[src/design/cpu_register_file_stack_unit_defines.svh]
// Assertion macros shared by the register file and stack unit.
`ifndef CPU_REGISTER_FILE_STACK_UNIT_DEFINES_SVH
`define CPU_REGISTER_FILE_STACK_UNIT_DEFINES_SVH

// The condition must hold in the same cycle as the trigger.
`define CRFS_ASSERT_SAME(lbl, clk, rst, trig, cond) \
   lbl: assert property (@(posedge clk) disable iff (rst) (trig) |-> (cond)) \
      else $error("crfs assertion failed");

// The condition must hold in the cycle after the trigger.
`define CRFS_ASSERT_NEXT(lbl, clk, rst, trig, cond) \
   lbl: assert property (@(posedge clk) disable iff (rst) (trig) |=> (cond)) \
      else $error("crfs assertion failed");

`endif

[src/design/crfs_pkg.sv]
package crfs_pkg;

   localparam logic [2:0] REQ_READ     = 3'd0;
   localparam logic [2:0] REQ_WRITE    = 3'd1;
   localparam logic [2:0] REQ_PUSH     = 3'd2;
   localparam logic [2:0] REQ_POP      = 3'd3;
   localparam logic [2:0] REQ_FLAGS    = 3'd4;
   localparam logic [2:0] REQ_JUMP     = 3'd5;
   localparam logic [2:0] REQ_MEM_DATA = 3'd6;

   localparam logic [3:0] SEL_AF  = 4'd8;
   localparam logic [3:0] SEL_BC  = 4'd9;
   localparam logic [3:0] SEL_DE  = 4'd10;
   localparam logic [3:0] SEL_HL  = 4'd11;
   localparam logic [3:0] SEL_SP  = 4'd12;
   localparam logic [3:0] SEL_PC  = 4'd13;
   localparam logic [3:0] SEL_MEM = 4'd14;
   localparam logic [3:0] SEL_BAD = 4'd15;

   localparam logic [2:0] REG_A = 3'd0;
   localparam logic [2:0] REG_B = 3'd1;
   localparam logic [2:0] REG_C = 3'd2;
   localparam logic [2:0] REG_D = 3'd3;
   localparam logic [2:0] REG_E = 3'd4;
   localparam logic [2:0] REG_F = 3'd5;
   localparam logic [2:0] REG_H = 3'd6;
   localparam logic [2:0] REG_L = 3'd7;

   localparam logic [2:0] COND_ALWAYS = 3'd0;
   localparam logic [2:0] COND_C      = 3'd1;
   localparam logic [2:0] COND_NC     = 3'd2;
   localparam logic [2:0] COND_Z      = 3'd3;
   localparam logic [2:0] COND_NZ     = 3'd4;

   localparam logic [1:0] FLAG_CLEAR = 2'd0;
   localparam logic [1:0] FLAG_SET   = 2'd1;

   localparam int FLAG_Z = 7;
   localparam int FLAG_N = 6;
   localparam int FLAG_H = 5;
   localparam int FLAG_C = 4;

   localparam logic [7:0] F_PAIR_MASK = 8'hF0;

   typedef enum logic [2:0] {
      KIND_DATA  = 3'd0,
      KIND_BUSRD = 3'd1,
      KIND_BUSWR = 3'd2,
      KIND_DONE  = 3'd3,
      KIND_ERR   = 3'd4
   } kind_type;

   typedef struct packed {
      logic [2:0]  req_type;
      logic [3:0]  reg_sel;
      logic [15:0] value;
      logic [1:0]  z_ctl;
      logic [1:0]  n_ctl;
      logic [1:0]  h_ctl;
      logic [1:0]  c_ctl;
      logic [2:0]  cond_sel;
      logic        push_return;
      logic [7:0]  mem_byte;
   } item_type;

   typedef struct packed {
      kind_type    kind;
      logic [15:0] bus_addr;
      logic [15:0] data;
      logic        taken;
   } result_type;

   typedef struct packed {
      logic [1:0]           count;
      result_type [2:0]     results;
   } bundle_type;

endpackage

[src/design/cpu_register_file_stack_unit.sv]
// A taken request is registered in the input stage, then its results load into the
// three-entry result buffer once it is free; each request has one to three result beats,
// drained one beat per cycle unless stalled; the next request can wait in the input stage.
// Reset: synchronous, active high; clears all registers, SP, PC and pending reads.
`include "cpu_register_file_stack_unit_defines.svh"

module cpu_register_file_stack_unit (
   input  logic        clock,
   input  logic        reset,
   input  logic        req_valid,
   output logic        req_stall,
   input  logic [2:0]  req_type,
   input  logic [3:0]  req_reg_sel,
   input  logic [15:0] req_value,
   input  logic [1:0]  req_z_ctl,
   input  logic [1:0]  req_n_ctl,
   input  logic [1:0]  req_h_ctl,
   input  logic [1:0]  req_c_ctl,
   input  logic [2:0]  req_cond_sel,
   input  logic        req_push_return,
   input  logic [7:0]  req_mem_byte,
   output logic        rsp_valid,
   input  logic        rsp_stall,
   output logic [2:0]  rsp_kind,
   output logic [15:0] rsp_bus_addr,
   output logic [15:0] rsp_data,
   output logic        rsp_taken,
   output logic        rsp_last
);

   crfs_pkg::item_type   item_ff;
   crfs_pkg::item_type   item_in;
   logic                 in_valid_ff;
   logic                 in_valid_in;
   logic                 accept;
   logic                 commit;
   logic                 free;
   crfs_pkg::bundle_type bundle;
   crfs_pkg::result_type head;

   assign commit    = in_valid_ff && free;
   assign req_stall = in_valid_ff && !free;
   assign accept    = req_valid && !req_stall;

   assign item_in.req_type    = req_type;
   assign item_in.reg_sel     = req_reg_sel;
   assign item_in.value       = req_value;
   assign item_in.z_ctl       = req_z_ctl;
   assign item_in.n_ctl       = req_n_ctl;
   assign item_in.h_ctl       = req_h_ctl;
   assign item_in.c_ctl       = req_c_ctl;
   assign item_in.cond_sel    = req_cond_sel;
   assign item_in.push_return = req_push_return;
   assign item_in.mem_byte    = req_mem_byte;

   assign in_valid_in = accept || (in_valid_ff && !free);

   always_ff @(posedge clock) begin
      if (accept) begin
         item_ff <= item_in;
      end
   end

   always_ff @(posedge clock) begin
      if (reset) begin
         in_valid_ff <= 1'b0;
      end else begin
         in_valid_ff <= in_valid_in;
      end
   end

   crfs_core u_core (
      .clock  (clock),
      .reset  (reset),
      .commit (commit),
      .item   (item_ff),
      .bundle (bundle)
   );

   crfs_outq u_outq (
      .clock     (clock),
      .reset     (reset),
      .load      (commit),
      .bundle    (bundle),
      .rsp_stall (rsp_stall),
      .free      (free),
      .valid     (rsp_valid),
      .last      (rsp_last),
      .head      (head)
   );

   assign rsp_kind     = head.kind;
   assign rsp_bus_addr = head.bus_addr;
   assign rsp_data     = head.data;
   assign rsp_taken    = head.taken;

   `CRFS_ASSERT_SAME(a_commit_has_results, clock, reset, commit, bundle.count != 2'd0)
   `CRFS_ASSERT_NEXT(a_drained_goes_idle, clock, reset, rsp_valid && !rsp_stall && rsp_last && !commit, !rsp_valid)
   `CRFS_ASSERT_SAME(a_buswr_is_byte, clock, reset, rsp_valid && rsp_kind == crfs_pkg::KIND_BUSWR, rsp_data[15:8] == 8'h00)

endmodule

[src/design/crfs_core.sv]
module crfs_core (
   input  logic                 clock,
   input  logic                 reset,
   input  logic                 commit,
   input  crfs_pkg::item_type   item,
   output crfs_pkg::bundle_type bundle
);

   logic [7:0]  byte_regs_ff [8];
   logic [7:0]  byte_regs_in [8];
   logic [15:0] sp_ff;
   logic [15:0] sp_in;
   logic [15:0] pc_ff;
   logic [15:0] pc_in;
   logic [1:0]  pend_ff;
   logic [1:0]  pend_in;
   logic        pend_pop_ff;
   logic        pend_pop_in;
   logic [7:0]  popped_low_ff;
   logic [7:0]  popped_low_in;

   logic [15:0] hl;
   logic [15:0] sp_m1;
   logic [15:0] sp_m2;
   logic [15:0] sp_p1;
   logic [15:0] sp_p2;
   logic [7:0]  flags;
   logic        cond_ok;
   logic [15:0] read_data;

   function automatic logic apply_flag(logic [1:0] ctl, logic old);
      logic res;
      case (ctl)
         crfs_pkg::FLAG_CLEAR: res = 1'b0;
         crfs_pkg::FLAG_SET:   res = 1'b1;
         default:              res = old;
      endcase
      return res;
   endfunction

   assign hl    = {byte_regs_ff[crfs_pkg::REG_H], byte_regs_ff[crfs_pkg::REG_L]};
   assign sp_m1 = sp_ff - 16'd1;
   assign sp_m2 = sp_ff - 16'd2;
   assign sp_p1 = sp_ff + 16'd1;
   assign sp_p2 = sp_ff + 16'd2;
   assign flags = byte_regs_ff[crfs_pkg::REG_F];

   always_comb begin
      case (item.cond_sel)
         crfs_pkg::COND_ALWAYS: cond_ok = 1'b1;
         crfs_pkg::COND_C:      cond_ok = flags[crfs_pkg::FLAG_C];
         crfs_pkg::COND_NC:     cond_ok = !flags[crfs_pkg::FLAG_C];
         crfs_pkg::COND_Z:      cond_ok = flags[crfs_pkg::FLAG_Z];
         crfs_pkg::COND_NZ:     cond_ok = !flags[crfs_pkg::FLAG_Z];
         default:               cond_ok = 1'b0;
      endcase
   end

   always_comb begin
      case (item.reg_sel)
         crfs_pkg::SEL_AF: read_data = {byte_regs_ff[crfs_pkg::REG_A],
                                        flags & crfs_pkg::F_PAIR_MASK};
         crfs_pkg::SEL_BC: read_data = {byte_regs_ff[crfs_pkg::REG_B],
                                        byte_regs_ff[crfs_pkg::REG_C]};
         crfs_pkg::SEL_DE: read_data = {byte_regs_ff[crfs_pkg::REG_D],
                                        byte_regs_ff[crfs_pkg::REG_E]};
         crfs_pkg::SEL_HL: read_data = hl;
         crfs_pkg::SEL_SP: read_data = sp_ff;
         crfs_pkg::SEL_PC: read_data = pc_ff;
         default:          read_data = {8'h00, byte_regs_ff[item.reg_sel[2:0]]};
      endcase
   end

   always_comb begin
      byte_regs_in  = byte_regs_ff;
      sp_in         = sp_ff;
      pc_in         = pc_ff;
      pend_in       = pend_ff;
      pend_pop_in   = pend_pop_ff;
      popped_low_in = popped_low_ff;
      bundle        = '0;
      bundle.count  = 2'd1;
      bundle.results[0].kind = crfs_pkg::KIND_ERR;
      case (item.req_type)
         crfs_pkg::REQ_READ: begin
            if (item.reg_sel == crfs_pkg::SEL_MEM) begin
               pend_in     = 2'd1;
               pend_pop_in = 1'b0;
               bundle.results[0].kind     = crfs_pkg::KIND_BUSRD;
               bundle.results[0].bus_addr = hl;
            end else if (item.reg_sel != crfs_pkg::SEL_BAD) begin
               bundle.results[0].kind = crfs_pkg::KIND_DATA;
               bundle.results[0].data = read_data;
            end
         end
         crfs_pkg::REQ_WRITE: begin
            bundle.results[0].kind = crfs_pkg::KIND_DONE;
            case (item.reg_sel)
               crfs_pkg::SEL_BAD: begin
                  bundle.results[0].kind = crfs_pkg::KIND_ERR;
               end
               crfs_pkg::SEL_MEM: begin
                  bundle.results[0].kind     = crfs_pkg::KIND_BUSWR;
                  bundle.results[0].bus_addr = hl;
                  bundle.results[0].data     = {8'h00, item.value[7:0]};
               end
               crfs_pkg::SEL_AF: begin
                  byte_regs_in[crfs_pkg::REG_A] = item.value[15:8];
                  byte_regs_in[crfs_pkg::REG_F] = item.value[7:0] & crfs_pkg::F_PAIR_MASK;
               end
               crfs_pkg::SEL_BC: begin
                  byte_regs_in[crfs_pkg::REG_B] = item.value[15:8];
                  byte_regs_in[crfs_pkg::REG_C] = item.value[7:0];
               end
               crfs_pkg::SEL_DE: begin
                  byte_regs_in[crfs_pkg::REG_D] = item.value[15:8];
                  byte_regs_in[crfs_pkg::REG_E] = item.value[7:0];
               end
               crfs_pkg::SEL_HL: begin
                  byte_regs_in[crfs_pkg::REG_H] = item.value[15:8];
                  byte_regs_in[crfs_pkg::REG_L] = item.value[7:0];
               end
               crfs_pkg::SEL_SP: sp_in = item.value;
               crfs_pkg::SEL_PC: pc_in = item.value;
               default: byte_regs_in[item.reg_sel[2:0]] = item.value[7:0];
            endcase
         end
         crfs_pkg::REQ_PUSH: begin
            bundle.count = 2'd2;
            bundle.results[0].kind     = crfs_pkg::KIND_BUSWR;
            bundle.results[0].bus_addr = sp_m1;
            bundle.results[0].data     = {8'h00, item.value[15:8]};
            bundle.results[1].kind     = crfs_pkg::KIND_BUSWR;
            bundle.results[1].bus_addr = sp_m2;
            bundle.results[1].data     = {8'h00, item.value[7:0]};
            sp_in = sp_m2;
         end
         crfs_pkg::REQ_POP: begin
            bundle.count = 2'd2;
            bundle.results[0].kind     = crfs_pkg::KIND_BUSRD;
            bundle.results[0].bus_addr = sp_ff;
            bundle.results[1].kind     = crfs_pkg::KIND_BUSRD;
            bundle.results[1].bus_addr = sp_p1;
            sp_in       = sp_p2;
            pend_in     = 2'd2;
            pend_pop_in = 1'b1;
         end
         crfs_pkg::REQ_FLAGS: begin
            byte_regs_in[crfs_pkg::REG_F][crfs_pkg::FLAG_Z] =
               apply_flag(item.z_ctl, flags[crfs_pkg::FLAG_Z]);
            byte_regs_in[crfs_pkg::REG_F][crfs_pkg::FLAG_N] =
               apply_flag(item.n_ctl, flags[crfs_pkg::FLAG_N]);
            byte_regs_in[crfs_pkg::REG_F][crfs_pkg::FLAG_H] =
               apply_flag(item.h_ctl, flags[crfs_pkg::FLAG_H]);
            byte_regs_in[crfs_pkg::REG_F][crfs_pkg::FLAG_C] =
               apply_flag(item.c_ctl, flags[crfs_pkg::FLAG_C]);
            bundle.results[0].kind = crfs_pkg::KIND_DONE;
         end
         crfs_pkg::REQ_JUMP: begin
            if (item.cond_sel <= crfs_pkg::COND_NZ) begin
               bundle.results[0].kind = crfs_pkg::KIND_DONE;
               if (cond_ok) begin
                  pc_in = item.value;
                  if (item.push_return) begin
                     bundle.count = 2'd3;
                     bundle.results[0].kind     = crfs_pkg::KIND_BUSWR;
                     bundle.results[0].bus_addr = sp_m1;
                     bundle.results[0].data     = {8'h00, pc_ff[15:8]};
                     bundle.results[1].kind     = crfs_pkg::KIND_BUSWR;
                     bundle.results[1].bus_addr = sp_m2;
                     bundle.results[1].data     = {8'h00, pc_ff[7:0]};
                     bundle.results[2].kind     = crfs_pkg::KIND_DONE;
                     bundle.results[2].taken    = 1'b1;
                     sp_in = sp_m2;
                  end else begin
                     bundle.results[0].taken = 1'b1;
                  end
               end
            end
         end
         crfs_pkg::REQ_MEM_DATA: begin
            if (pend_ff == 2'd0) begin
               bundle.results[0].kind = crfs_pkg::KIND_ERR;
            end else if (pend_pop_ff && pend_ff == 2'd2) begin
               popped_low_in = item.mem_byte;
               pend_in       = 2'd1;
               bundle.results[0].kind = crfs_pkg::KIND_DONE;
            end else if (pend_pop_ff) begin
               pend_in     = 2'd0;
               pend_pop_in = 1'b0;
               bundle.results[0].kind = crfs_pkg::KIND_DATA;
               bundle.results[0].data = {item.mem_byte, popped_low_ff};
            end else begin
               pend_in = 2'd0;
               bundle.results[0].kind = crfs_pkg::KIND_DATA;
               bundle.results[0].data = {8'h00, item.mem_byte};
            end
         end
         default: begin
            bundle.results[0].kind = crfs_pkg::KIND_ERR;
         end
      endcase
   end

   always_ff @(posedge clock) begin
      if (reset) begin
         for (int i = 0; i < 8; i++) begin
            byte_regs_ff[i] <= 8'h00;
         end
         sp_ff         <= 16'h0000;
         pc_ff         <= 16'h0000;
         pend_ff       <= 2'd0;
         pend_pop_ff   <= 1'b0;
         popped_low_ff <= 8'h00;
      end else if (commit) begin
         byte_regs_ff  <= byte_regs_in;
         sp_ff         <= sp_in;
         pc_ff         <= pc_in;
         pend_ff       <= pend_in;
         pend_pop_ff   <= pend_pop_in;
         popped_low_ff <= popped_low_in;
      end
   end

endmodule

[src/design/crfs_outq.sv]
module crfs_outq (
   input  logic                 clock,
   input  logic                 reset,
   input  logic                 load,
   input  crfs_pkg::bundle_type bundle,
   input  logic                 rsp_stall,
   output logic                 free,
   output logic                 valid,
   output logic                 last,
   output crfs_pkg::result_type head
);

   crfs_pkg::result_type [2:0] results_ff;
   crfs_pkg::result_type [2:0] results_in;
   logic [1:0] rem_ff;
   logic [1:0] rem_in;
   logic [1:0] pos_ff;
   logic [1:0] pos_in;
   logic       pop;

   assign valid = (rem_ff != 2'd0);
   assign last  = (rem_ff == 2'd1);
   assign head  = results_ff[pos_ff];
   assign pop   = valid && !rsp_stall;
   assign free  = !valid || (last && !rsp_stall);

   always_comb begin
      results_in = results_ff;
      rem_in     = rem_ff;
      pos_in     = pos_ff;
      if (load) begin
         results_in = bundle.results;
         rem_in     = bundle.count;
         pos_in     = 2'd0;
      end else if (pop) begin
         rem_in = rem_ff - 2'd1;
         if (!last) begin
            pos_in = pos_ff + 2'd1;
         end
      end
   end

   always_ff @(posedge clock) begin
      results_ff <= results_in;
   end

   always_ff @(posedge clock) begin
      if (reset) begin
         rem_ff <= 2'd0;
         pos_ff <= 2'd0;
      end else begin
         rem_ff <= rem_in;
         pos_ff <= pos_in;
      end
   end

endmodule
[config.mk]
export PLATFORM = sky130hd
export DESIGN_NAME = cpu_register_file_stack_unit
export DESIGN_NICKNAME = d
export VERILOG_FILES = /design/src/design/crfs_pkg.sv /design/src/design/cpu_register_file_stack_unit.sv /design/src/design/crfs_core.sv /design/src/design/crfs_outq.sv
export VERILOG_INCLUDE_DIRS = /design/src /design/src/design
export SDC_FILE = /design/constraint.sdc
export NUM_CORES = 1
export LEC_CHECK = 0
export BUFFER_PORTS_ARGS = -buffer_cell sky130_fd_sc_hd__buf_4
export CAP_MARGIN = 30
export CORE_ASPECT_RATIO = 0.9
export CORE_MARGIN = 3
export CORE_UTILIZATION = 40
export DETAILED_ROUTE_END_ITERATION = 6
export PLACE_DENSITY = 0.58
export SLEW_MARGIN = 20
export SYNTH_ARGS = -nofsm -noshare
export SYNTH_HDL_FRONTEND = slang
export SYNTH_SLANG_ARGS = --single-unit
[constraint.sdc]
create_clock -name clock -period 4.4 [get_ports clock]
set_input_delay 0.88 -clock clock [delete_from_list [all_inputs] [get_ports clock]]
set_output_delay 0.88 -clock clock [all_outputs]
set_load 0.03 [all_outputs]
---- Word level (Yosys, flattened, before mapping) ----
Index checks and enable logic that the tools add are counted.
operators by class
  add/sub/neg operators ................... 6
  order comparisons ....................... 4
  equality and inequality tests ........... 38
  mux-type cells .......................... 67
  bitwise logic cells ..................... 7
  reductions and logical operators ........ 49
operator list
  operator                 count
  $mux W16                 13
  $pmux W16 S2             5
  $pmux W16 S5             2
  $mux W36                 3
  $pmux W16 S6             1
  $bmux W36 S2             1
  $mux W35                 2
  $bwmux W64               1
  $pmux W16 S4             1
  $pmux W19 S3             1
  $mux W34                 1
  $mux W33                 1
  $eq A4 B4 Y1 const B     8
  $mux W32                 1
  $pmux W8 S2              2
  $reduce_or A7 Y1         4
  $bmux W8 S3              1
  $demux W8 S3             1
  $mux W8                  3
  $reduce_and A4 Y1        6
  $pmux W3 S7              1
  $add A16 B1 Y16 const B  1
  $add A16 B2 Y16 const B  1
  $sub A16 B1 Y16 const B  1
  42 further kinds         109
word-level totals
  flip-flop bits (word level) ............. 230
  bits of input ports ..................... 47
  output and inout port bits .............. 39

---- Longest topological paths before layout ----
  word-level depth ........................ 8
  mapped depth ............................ 11
  mapped depth without buffers ............ 9

---- Modules after synthesis ----
A second synthesis with hierarchy kept.
second synthesis, totals
  cells, all modules ...................... 1421
  area, all modules ....................... 14436.3 sq um
modules (own cells, without submodules)
  module                        times used  cells each  area an instance (sq um)  seq. area each (sq um)
  crfs_core                     1           1118        8832.2                    2142.1
  crfs_outq                     1           255         4256.6                    3323.2
  cpu_register_file_stack_unit  1           48          1347.5                    1311.3

---- Least setup slack after synthesis ----
Ideal clock, no wire load.
  kind .................................... input to register
  start point ............................. input rsp_stall
  end point ............................... register u_core.byte_regs_ff, in the netlist u_core.flags[0]
  data arrival time ....................... 3.981 ns
  required time ........................... 4.282 ns
  slack ................................... 0.301 ns
  stages .................................. 6
  path through ............................ nor2b_1 -> o21ai_1 -> inv_2 -> clkbuf_1 -> a31oi_1 -> a22o_1
on the way
  word-level cells in the longest chain between the ends .. 5
RTL lines
  item                                line                                text
  from (decl)                         cpu_register_file_stack_unit.sv:23  input logic rsp_stall,
  $logic_not A1 Y1                    crfs_outq.sv:25                     assign free = !valid || (last && !rsp_stall);
  $logic_and A1 B1 Y1                 crfs_outq.sv:25
  $logic_or A1 B1 Y1                  crfs_outq.sv:25
  $logic_and A1 B1 Y1                 cpu_register_file_stack_unit.sv:41  assign commit = in_valid_ff && free;
  via commit                          cpu_register_file_stack_unit.sv:36  logic commit;
  $reduce_and A3 Y1 (no source line)  n/a
  to (signal assigned)                crfs_core.sv:216                    byte_regs_ff <= byte_regs_in;
  to (decl)                           crfs_core.sv:9                      logic [7:0] byte_regs_ff [8];
The timed path passes the listed nets, and every way through them passes these cells.
A chain may end at the register's enable or synchronous reset.

---- Final worst setup path ----
  start point ............................. register item_ff[42] (netlist bit)
  end point ............................... register u_outq.results_ff[26] (netlist bit) (data pin)
on the way
  word-level cells in the longest chain between the ends .. 2
RTL lines
  item                                  line                                text
  from (decl)                           cpu_register_file_stack_unit.sv:31  crfs_pkg::item_type item_ff;
  from (signal assigned)                cpu_register_file_stack_unit.sv:60  item_ff <= item_in;
  $eq A3 B3 Y1 (tied with other cells)  crfs_core.sv:84                     case (item.req_type)
  $pmux W16 S5 *                        crfs_core.sv:84
  to (signal assigned)                  crfs_outq.sv:44                     results_ff <= results_in;
  to (decl)                             crfs_outq.sv:13                     crfs_pkg::result_type [2:0] results_ff;
Every way passes the cells marked *; elsewhere a longest branch is shown, timed or not.

==> metrics <==
CTS Buf Count=26; Vias=a little over 10000; die area=~32000 µm²; max cap viols=0; Initial Util=0.409; largest net degree at the start of global routing=73; GR Util All Layers=0.253; post-CTS setup repair buffer count=0; post-synth top area cell=edfxtp_1; wire length of the first global-routing pass=roughly 63000 µm; Sequential Power Share=0.405; final setup violation count=0; Synth Area in Simple Gates=0.162; DRC viols=0; area grow syn2layout=16.1%; Clk pwr share=0.371; Placer Congestion=approximately 0.93; worst skew pair latency=about 0.55 ns; number of synthesized register bits=between 200 and 250; YS warnings=0; CTS Buffer Depth=3; sw frac=0.315; Mapped Area=approximately 12000 µm²; TNS Setup=0 ns; clock slew at reported path FFs=roughly 0.060 ns; top-count cell post-synth=nor2_1; Peak VDD IR=approximately 310 µV; clk sinks=218; status=finished clean; Worst setup SP type=flip-flop; Final Hold Violating Endpoints=0; synth cell count leaders=172 x nor2_1, 112 x dfxtp_1, 106 x edfxtp_1; post-route minimum period=3.14 ns; switching power=between 1.5 and 2 mW; mux contribution to synthesized area=0.119; adder-cell share of the synthesized area=0.00735; Port Buffers=85; WP data required=4.74 ns; critical path endpoint category=flip-flop; f_max=~0.32 GHz; Synth cell types=74; initial antenna violation count=0; H-tree depth=1; filler cell count=2840; Worst-Margin Slew=~0.93 ns; Boundary Pins=86; DR WL/cell=between 20 and 25 µm; Static Leak=roughly 5 nW; Logic pwr share=0.224; EDFF count, synth=106; Slew Viols, Final=0; CP max FO=19; Final period util=0.714; Layout Nets=1341; Die Wd=188 µm; Via density=approximately 6.1; Resized cells post-CTS=0; Initial DRC Count=between 1000 and 1500; Cell Int Power=4.18 mW; post-synthesis compound-gate area fraction=0.200; CTS tree=done; vias in the first global route=between 9000 and 10000; drt total wl=around 41000 µm; Die Span Y=~170 µm; core outline area=roughly 29000 µm²; Finished Core Util=0.475; total grt overflow=0; XOR/XNOR Fraction of Synth Area=0.0132; DPL Wire Length=roughly 30000 µm; Gate Count Post-Synth=1241; Most used DFF post-synth=dfxtp_1; number of diodes=0; Root Driver=clkbuf_16; RSZ-0062 raised after global routing=false; ys async rst share=0; Slew HR=0.370; Avg Cell Area, Syn=about 9.6 µm²; drt pass-1 iters=5; share of layout cells above drive strength 1=0.163; CP arrival=3.48 ns; largest family of logic cells by synthesized area=compound AO/OA/AOI/OAI gates; largest cells by area after synthesis=edfxtp_1 27%, dfxtp_1 19%, mux2i_1 8.4%; DRT antenna net count=0; Synth top area share=0.267; # hold bufs at CTS=0; num rows=59; register area share after synthesis=0.455; syn_nets=~1300; PD cells=441 nW/µm²; Crit Path Class=reg -> reg; HP Class=reg -> reg; clk_skew=0.0227 ns
-- per-layer routing --
layer | wire length [µm] | vias up | GRT usage
li1 | - | 4744 | -
met1 | 18900 | 5059 | 0.386
met2 | 17900 | 501 | 0.379
met3 | 3560 | 66 | 0.0357
met4 | 994 | 0 | 0.0626
met5 | 0 | - | 0
-- through the flow --
stage	setup slack [ns]	instances	area, µm²	total power [mW]	hold WS, ns
after floorplan	0.301	1241	11900	3.37	0.437
after global placement	1.43	1651	12900	3.85	0.475
after detailed placement	1.37	1652	12900	3.86	0.473
after CTS	1.25	1700	13800	6.12	0.479
after global routing	1.06	1703	13800	6.35	0.482
final	1.26	1703	13800	6.10	0.479
-- placed cells by master (no fill, tap or decap), types with 6 or more instances in the layout --
master	count
nand3_1	22
or3_1	9
buf_4	120
ha_1	7
mux4_2	16
a21oi_1	74
inv_1	20
clkinv_2	7
a22oi_1	42
and3_1	7
a221oi_1	31
o21ai_0	45
nor3b_1	8
o21ai_1	17
and2_1	13
a221o_1	13
nor2b_1	13
nand2b_1	12
mux2i_1	100
nor2_1	171
a32oi_1	6
clkbuf_16	26
a22o_1	13
dfxtp_1	112
xnor2_1	15
edfxtp_1	106
nor3_1	24
a211oi_1	41
a31oi_1	6
nand2_1	97
-- worst max-delay path: stages, from the launching register on --
cell and delay (ns):
edfxtp_1 0.78, and3b_1 0.40, nand2_1 0.14, o21bai_1 0.17, buf_4 0.21, inv_2 0.37
nor2_4 0.16, inv_2 0.29, nand2_1 0.12, o211ai_1 0.27
-- path summary, 6_finish.rpt --
check             slack (ns)               endpoint       startpoint  cells past startpoint
hold reg to reg         0.48        u_core.flags[3]  u_core.flags[3]                      1
setup / recovery        1.26  u_outq.results_ff[26]      item_ff[42]                      9
setup reg to reg        1.26  u_outq.results_ff[26]      item_ff[42]                      9
hold / removal          0.48        u_core.flags[3]  u_core.flags[3]                      1
-- sequential cells by signal (all words and copies together) (netlist names) --
register / cells
u_outq.results_ff: 63
u_core.byte_regs_ff: 56
item_ff: 43
u_core.pc_ff: 16
u_core.sp_ff: 16
u_core.flags: 8
u_core.popped_low_ff: 8
u_core.pend_ff: 2
u_outq.pos_ff: 2
u_outq.rem_ff: 2
in_valid_ff: 1
u_core.pend_pop_ff: 1
-- cell families after synthesis --
family	Yosys count
AOI/OAI and AO/OA	340
xor gates and xnor gates	18
adders and majority gates	7
buffers and inverters	128
DFF	218
muxes	121
and+or+nand+nor	409
-- power groups by stage --
stage	Clock [mW]	Combinational (mW)	Sequential [mW]
after detailed placement	0	1.35	2.51
after global placement	0	1.35	2.51
after global routing	2.39	1.48	2.48
after CTS	2.30	1.35	2.47
after floorplan	0	0.962	2.41
final	2.26	1.37	2.47
-- cell type report --
class,count,area (µm²),area share
Sequential cell,218,5430,0.392
Inverter,24,90.1,0.00651
Multi-Input combinational cell,895,5990,0.433
Timing Repair Buffer,122,933,0.0674
Clock inverter,16,203,0.0146
Tap cell,396,495,0.0358
Clock buffer,32,703,0.0508
No activity file was read; power rests on OpenSTA's default activity.
